### src/hw/rtl/cansx_pkg.sv
`default_nettype none

package cansx_pkg;

   localparam int NUM_REGS          = 4;
   localparam int NUM_ENTRIES_DEF   = 4;
   localparam int PAYLOAD_BYTES_DEF = 8;
   localparam int CSR_INDEX_W       = 4;
   localparam int VALUE_W           = 32;

   localparam logic [VALUE_W-1:0] NOT_RECEIVED = '1;
   localparam logic [5:0]         MAX_LENGTH   = 6'd32;

   typedef struct packed {
      logic       enable;
      logic [5:0] length;
      logic [5:0] start_bit;
      logic [10:0] id;
   } layout_type;

   localparam logic [23:0] LAYOUT_RESET [NUM_REGS] = '{
      24'd10486466, 24'd10552002, 24'd10486468, 24'd12583622
   };

   typedef struct packed {
      logic [10:0] frame_id;
      logic [63:0] payload;
   } req_type;

   typedef struct packed {
      logic               frame_accepted;
      logic [3:0]         updated_mask;
      logic [3:0]         layout_error;
      logic [VALUE_W-1:0] signal_value_0;
      logic [VALUE_W-1:0] signal_value_1;
      logic [VALUE_W-1:0] signal_value_2;
      logic [VALUE_W-1:0] signal_value_3;
   } rsp_type;

   typedef struct packed {
      logic hit;
      logic match;
      logic ok;
   } field_status_type;

endpackage

`default_nettype wire

### src/hw/rtl/can_signal_extractor_unit.sv
`default_nettype none

// CAN signal extractor. Each request beat carries one standard frame (id and eight
// payload bytes, byte 0 in the top bits). The frame passes the filter when an enabled
// table entry holds its id; every entry with that id then has its big-endian signal
// extracted and stored, and the response beat reports the filter result, the entries
// rewritten, the entries skipped for an impossible layout, and all stored values after
// the frame (all ones until first received). One beat is taken per clock unless a held
// response is stalled. A taken beat loads the input register; the result register, which
// also carries the stored-value update, loads from it when the output can advance. Layout
// registers 0..LIVE-1 (0..3 by default) are written through the csr port, which is always
// ready. The user must write them while the unit is idle; the block does not check it.
module can_signal_extractor_unit #(
   parameter int NUM_ENTRIES   = cansx_pkg::NUM_ENTRIES_DEF,
   parameter int PAYLOAD_BYTES = cansx_pkg::PAYLOAD_BYTES_DEF
) (
   input  var logic                                clock,
   input  var logic                                reset,
   input  var logic                                req_valid,
   output var logic                                req_stall,
   input  var cansx_pkg::req_type                  req_data,
   output var logic                                rsp_valid,
   input  var logic                                rsp_stall,
   output var cansx_pkg::rsp_type                  rsp_data,
   input  var logic                                csr_valid,
   output var logic                                csr_ready,
   input  var logic [cansx_pkg::CSR_INDEX_W-1:0]   csr_index,
   input  var logic [23:0]                         csr_wdata
);
   import cansx_pkg::*;

   localparam int LIVE = (NUM_ENTRIES < NUM_REGS) ? NUM_ENTRIES : NUM_REGS;

   logic                s1_valid_ff;
   logic                s1_valid_in;
   req_type             s1_req_ff;
   logic                rsp_valid_ff;
   logic                rsp_valid_in;
   rsp_type             rsp_ff;
   rsp_type             rsp_in;
   logic                advance;
   logic                take;
   logic                fire;
   logic                accepted;

   layout_type          layout_ff [LIVE];
   logic [VALUE_W-1:0]  values_ff [LIVE];
   logic [VALUE_W-1:0]  values_in [LIVE];
   field_status_type    status [LIVE];
   logic [VALUE_W-1:0]  extracted [LIVE];
   logic [LIVE-1:0]     hits;
   logic [3:0]          upd;
   logic [3:0]          err;
   logic [VALUE_W-1:0]  shown [NUM_REGS];

   assign csr_ready = 1'b1;
   assign advance   = !rsp_valid_ff || !rsp_stall;
   assign req_stall = s1_valid_ff && !advance;
   assign take      = req_valid && !req_stall;
   assign fire      = advance && s1_valid_ff;
   assign accepted  = |hits;

   assign s1_valid_in  = take ? 1'b1 : (advance ? 1'b0 : s1_valid_ff);
   assign rsp_valid_in = advance ? s1_valid_ff : rsp_valid_ff;

   for (genvar i = 0; i < LIVE; i++) begin : g_entry
      cansx_field #(
         .PAYLOAD_BYTES (PAYLOAD_BYTES)
      ) u_field (
         .layout   (layout_ff[i]),
         .frame_id (s1_req_ff.frame_id),
         .payload  (s1_req_ff.payload),
         .status   (status[i]),
         .value    (extracted[i])
      );

      assign hits[i]      = status[i].hit;
      assign upd[i]       = accepted && status[i].match && status[i].ok;
      assign err[i]       = accepted && status[i].match && !status[i].ok;
      assign values_in[i] = upd[i] ? extracted[i] : values_ff[i];

      always_ff @(posedge clock) begin
         if (reset) begin
            layout_ff[i] <= layout_type'(LAYOUT_RESET[i]);
            values_ff[i] <= NOT_RECEIVED;
         end else begin
            if (csr_valid && csr_ready && (csr_index == CSR_INDEX_W'(i))) begin
               layout_ff[i] <= layout_type'(csr_wdata);
            end
            if (fire) begin
               values_ff[i] <= values_in[i];
            end
         end
      end
   end

   for (genvar k = 0; k < NUM_REGS; k++) begin : g_show
      if (k < LIVE) begin : g_live
         assign shown[k] = values_in[k];
      end else begin : g_absent
         assign shown[k] = NOT_RECEIVED;
         assign upd[k]   = 1'b0;
         assign err[k]   = 1'b0;
      end
   end

   always_comb begin
      rsp_in.frame_accepted = accepted;
      rsp_in.updated_mask   = upd;
      rsp_in.layout_error   = err;
      rsp_in.signal_value_0 = shown[0];
      rsp_in.signal_value_1 = shown[1];
      rsp_in.signal_value_2 = shown[2];
      rsp_in.signal_value_3 = shown[3];
   end

   always_ff @(posedge clock) begin
      if (reset) begin
         s1_valid_ff  <= 1'b0;
         rsp_valid_ff <= 1'b0;
      end else begin
         s1_valid_ff  <= s1_valid_in;
         rsp_valid_ff <= rsp_valid_in;
      end
   end

   always_ff @(posedge clock) begin
      if (take) begin
         s1_req_ff <= req_data;
      end
      if (fire) begin
         rsp_ff <= rsp_in;
      end
   end

   assign rsp_valid = rsp_valid_ff;
   assign rsp_data  = rsp_ff;

endmodule

`default_nettype wire

### src/hw/rtl/cansx_field.sv
`default_nettype none

module cansx_field #(
   parameter int PAYLOAD_BYTES = cansx_pkg::PAYLOAD_BYTES_DEF
) (
   input  var cansx_pkg::layout_type       layout,
   input  var logic [10:0]                 frame_id,
   input  var logic [63:0]                 payload,
   output var cansx_pkg::field_status_type status,
   output var logic [cansx_pkg::VALUE_W-1:0] value
);
   import cansx_pkg::*;

   logic [2:0]  first;
   logic [2:0]  offset;
   logic [2:0]  nbytes;
   logic [5:0]  rem_full;
   logic [3:0]  rem;
   logic        len_ok;
   logic        fits;
   logic        edge_ok;
   logic [63:0] shifted;
   logic [31:0] win;
   logic [23:0] whole;
   logic [7:0]  lastb;
   logic [7:0]  mask;
   logic [7:0]  last_bits;

   assign first    = layout.start_bit[5:3];
   assign offset   = layout.start_bit[2:0];
   assign nbytes   = 3'((7'(layout.length) + 7'd7) >> 3);
   assign rem_full = layout.length - {nbytes - 3'd1, 3'b000};
   assign rem      = rem_full[3:0];

   assign len_ok  = (layout.length != 6'd0) && (layout.length <= MAX_LENGTH);
   assign fits    = ({1'b0, first} + {1'b0, nbytes}) <= 4'(PAYLOAD_BYTES);
   assign edge_ok = ({1'b0, offset} + rem) <= 4'd8;

   assign shifted = payload << {first, 3'b000};
   assign win     = shifted[63:32];

   always_comb begin
      case (nbytes)
         3'd1: begin
            whole = 24'd0;
            lastb = win[31:24];
         end
         3'd2: begin
            whole = {16'd0, win[31:24]};
            lastb = win[23:16];
         end
         3'd3: begin
            whole = {8'd0, win[31:16]};
            lastb = win[15:8];
         end
         default: begin
            whole = win[31:8];
            lastb = win[7:0];
         end
      endcase
   end

   assign mask      = 8'((9'h1 << rem) - 9'h1);
   assign last_bits = (lastb >> offset) & mask;
   assign value     = (32'(whole) << rem) | 32'(last_bits);

   assign status.match = (layout.id == frame_id);
   assign status.hit   = status.match && layout.enable;
   assign status.ok    = len_ok && fits && edge_ok;

endmodule

`default_nettype wire
### config.mk
export PLATFORM = sky130hd
export DESIGN_NAME = can_signal_extractor_unit
export DESIGN_NICKNAME = d
export VERILOG_FILES = /design/src/hw/rtl/cansx_pkg.sv /design/src/hw/rtl/can_signal_extractor_unit.sv /design/src/hw/rtl/cansx_field.sv
export SDC_FILE = /design/constraint.sdc
export NUM_CORES = 1
export LEC_CHECK = 0
export ABC_AREA = 1
export BUFFER_PORTS_ARGS = -buffer_cell sky130_fd_sc_hd__buf_2
export CAP_MARGIN = 0
export CELL_PAD_IN_SITES_DETAIL_PLACEMENT = 0
export CELL_PAD_IN_SITES_GLOBAL_PLACEMENT = 1
export CORE_MARGIN = 5
export CORE_UTILIZATION = 49
export CTS_CLUSTER_DIAMETER = 150
export DETAILED_ROUTE_END_ITERATION = 16
export GPL_ROUTABILITY_DRIVEN = 0
export GPL_TIMING_DRIVEN = 0
export MAX_ROUTING_LAYER = met4
export PLACE_DENSITY = 0.91
export SLEW_MARGIN = 30
export SYNTH_ARGS = -nofsm -noshare
export SYNTH_HDL_FRONTEND = slang
export SYNTH_HIERARCHICAL = 1
export SYNTH_SLANG_ARGS = --single-unit
### constraint.sdc
create_clock -name clock -period 5.8 [get_ports clock]
set_input_delay 0.58 -clock clock [delete_from_list [all_inputs] [get_ports clock]]
set_output_delay 0.58 -clock clock [all_outputs]
set_load 0.05 [all_outputs]
==> flow_summary_export.csv <==
group,metric,value,unit
synth,ys_seq_area_share,39.12,%
timing,fmax,258.9,MHz
timing,finalHoldViolations,0,
synth,avgSynthCellArea,7.195,sq um
synth,synth_edf_count,436,
route,drcViolationCount,0,
grt,grt.total_usage,33.70,%
cts,cts_resized,0,
layout,fill_cells,6714,
grt,grt_pass1_wl,188.9,mm
cts,cts_tree,"built",
floorplanning,rows,96,
layout,drive_gt1_share,14.07,%
grt,grt_antenna_before_repair,1,
critical_path,path_max_fanout,10,
cts,cts_made_buffers,46,
route,routed_wl,125.3,mm
cts,htree_levels,2,
synth,synth_nets,4810,
power,power.total,8.849,mW
flow_run,cap_viol_max_count,0,
floorplanning,die_y,271.7,um
synth,async_flop_share,0,%
hold_path,min_path_type,"input pin to register",
grt,grt_pass1_vias,31930,
timing,rsz0062_at_grt,"false",
critical_path,worstPathRequired,6.15,ns
timing,finalSetupTns,0,ns
grt,grt_overflow,0,
timing,setup_viol,0,
cts,cts-root-buf,"clkbuf_16",
route,route.vias.total,34999,
cts,post-cts-setup-buffer-count,0,
critical_path,startpoint_type,"register",
critical_path,critical_path_class,"register to register",
synth,syn_inst,4666,
status,status,"finished clean",
layout,fin_nets,5108,
timing,period_share,66.59,%
timing,skew,0.02583,ns
floorplanning,die_x,271.7,um
route,via_per_inst,5.950,
cts,clkSlewWorstSetupHoldPaths,0.07,ns
placement,port_buffers,245,
cts,hold_buffers,0,
power,ir_drop,0.0002747,V
floorplanning,die_area,73850,sq um
layout,multi_input_area,17620,sq um
timing,tightest_slew,0.9783,ns
floorplanning,ios,248,
layout,area_growth,11.57,%
timing,max_slew_margin,34.78,%
timing,period_needed,3.862,ns
synth,synth_cell_types,55,
power,p_leak,15.67,nW
timing,final_max_slew_viol_count,0,
floorplanning,start_util,49.20,%
synth,netlist_area,33570,sq um
route,ant_nets,0,
critical_path,worst_ep_arrival_time,4.21,ns
grt,grt_max_degree,95,
synth,synth_flop_cell,"edfxtp_1",
synth,synth-seq-cells,438,
layout,regArea,13130,sq um
route,routedWlPerCell,21.31,um
synth,synth-warning-count,6,
critical_path,end_kind,"register",
cts,clockBufferDepth,3,
placement,dp.final_hpwl,95.45,mm
route,drtPass1Iterations,7,
route,drt_iter0_markers,5038,
cts,cts.sinks,438,
cts,insertion_delay,0.62,ns
power,power.density,236.3,nW/um^2
floorplanning,core_region_area,68230,sq um
[cells by family (layout without fill, tap and decap cells)]
kind of cell,count (synthesis),after routing,synth area share [%]
AND/OR/NAND/NOR,3149,3149,42.50
buffers and inverters,587,918,8.446
flip-flops,438,438,39.12
AO/OA/AOI/OAI,391,391,6.791
XOR/XNOR,60,60,1.565
adder cells (fa/ha/maj),36,36,1.521
other,5,8,0.05591
[layout by cell type (no fill, tap or decap), types with 16 or more instances in the layout]
| cell | count |
|---|---|
| edfxtp_1 | 436 |
| o211ai_1 | 47 |
| nor2_2 | 37 |
| nand3_2 | 31 |
| clkbuf_1 | 76 |
| buf_2 | 361 |
| buf_6 | 39 |
| ha_1 | 28 |
| inv_1 | 259 |
| a21oi_1 | 63 |
| nand2_4 | 20 |
| buf_1 | 22 |
| o21ai_0 | 132 |
| clkinv_1 | 17 |
| nand3_1 | 801 |
| xor2_1 | 56 |
| nand4_1 | 203 |
| nor3_1 | 16 |
| clkbuf_16 | 47 |
| or2_1 | 18 |
| nand2_1 | 1642 |
| inv_2 | 22 |
| nor2_4 | 18 |
| o21ai_1 | 88 |
| nor2_1 | 297 |
| nand2_2 | 18 |
| buf_4 | 45 |
[stage by stage]
stage | hold WS [ns] | utilization [%] | std cells | cell area (sq um) | setup slack, ns
after floorplan | 0.4859 | - | 4666 | 33570 | 1.697
after global placement | 0.5042 | 52.62 | 5793 | 35900 | -0.1567
after detailed placement | 0.5044 | 52.85 | 5798 | 36060 | 1.956
after CTS | 0.09852 | 54.88 | 5879 | 37440 | 1.958
after global routing | 0.1149 | 54.89 | 5880 | 37450 | 1.596
final | 0.1349 | 54.90 | 5882 | 37450 | 1.938
[sequential cells by signal (all words and copies together) (netlist names)]
| signal | flops |
|---|---|
| rsp_data | 137 |
| values_ff | 128 |
| layout_ff | 96 |
| s1_req_ff | 75 |
| rsp_valid | 1 |
| s1_valid_ff | 1 |
[cells in the mapped netlist, drive strengths merged (4+ instances only)]
library cell / number / share of area [%]
nor3: 17 / 0.27
nor4: 8 / 0.15
clkbuf: 62 / 0.69
o21ai: 225 / 3.4
nand4: 205 / 3.9
conb: 5 / 0.056
o211ai: 50 / 1.2
nand2: 1680 / 19
nand3b: 7 / 0.16
a221oi: 4 / 0.10
xnor2: 4 / 0.10
inv: 293 / 3.4
xor2: 56 / 1.5
edfxtp: 436 / 39
a31oi: 12 / 0.34
and2: 15 / 0.28
o22ai: 10 / 0.19
nor2: 358 / 5.0
clkinv: 10 / 0.11
buf: 222 / 4.3
a21oi: 67 / 1.0
a211oi: 4 / 0.089
o31ai: 9 / 0.20
nand3: 836 / 13
fa: 8 / 0.48
ha: 28 / 1.0
or2: 23 / 0.43
[final cells by class]
class	instances	area share, %
antenna	3	0.02004
buffer	284	4.466
clock buffer	61	3.281
clock inverter	20	0.4076
inverter	303	3.130
multi-input combinational	3641	47.04
sequential	438	35.06
tap	882	2.946
timing repair buffer	250	3.641
[worst paths after layout]
path	from	to	slack, ns	depth (start not counted)
worst max-delay path	layout_ff[0][17]	values_ff[0][4]	1.94	16
worst min-delay path	req_data[34]	s1_req_ff[34]	0.13	1
worst max register to register	layout_ff[0][17]	values_ff[0][4]	1.94	16
worst min register to register	s1_valid_ff	s1_valid_ff	0.51	2
[layer usage]
layer / track usage [%] / share of wire [%] / vias up
li1: - / - / 16414
met2: 48.36 / 42 / 2174
met5: - / 0 / -
met4: 15.64 / 5.6 / 0
met1: 44.96 / 39 / 16031
met3: 8.512 / 13 / 380
[where the power goes]
part	total [mW]	switching [mW]	internal, mW	leakage (nW)
logic	2.33	1.64	0.685	11.6
registers	3.72	0.157	3.57	3.45
clock network	2.80	1.26	1.53	0.665
[critical path: stages, from the launching register on]
cell      delay [ns]
edfxtp_1        0.41
buf_4           0.21
nor2_8          0.16
nand2_4         0.14
nand2_2         0.12
nand2_4         0.08
inv_1           0.07
ha_1            0.18
fa_1            0.42
o31ai_1         0.28
o21ai_0         0.12
a221oi_1        0.21
buf_2           0.28
nand3_1         0.40
buf_2           0.34
nand2_1         0.10
nand3_1         0.07
Note: power is estimated with default switching activity, not from simulation.
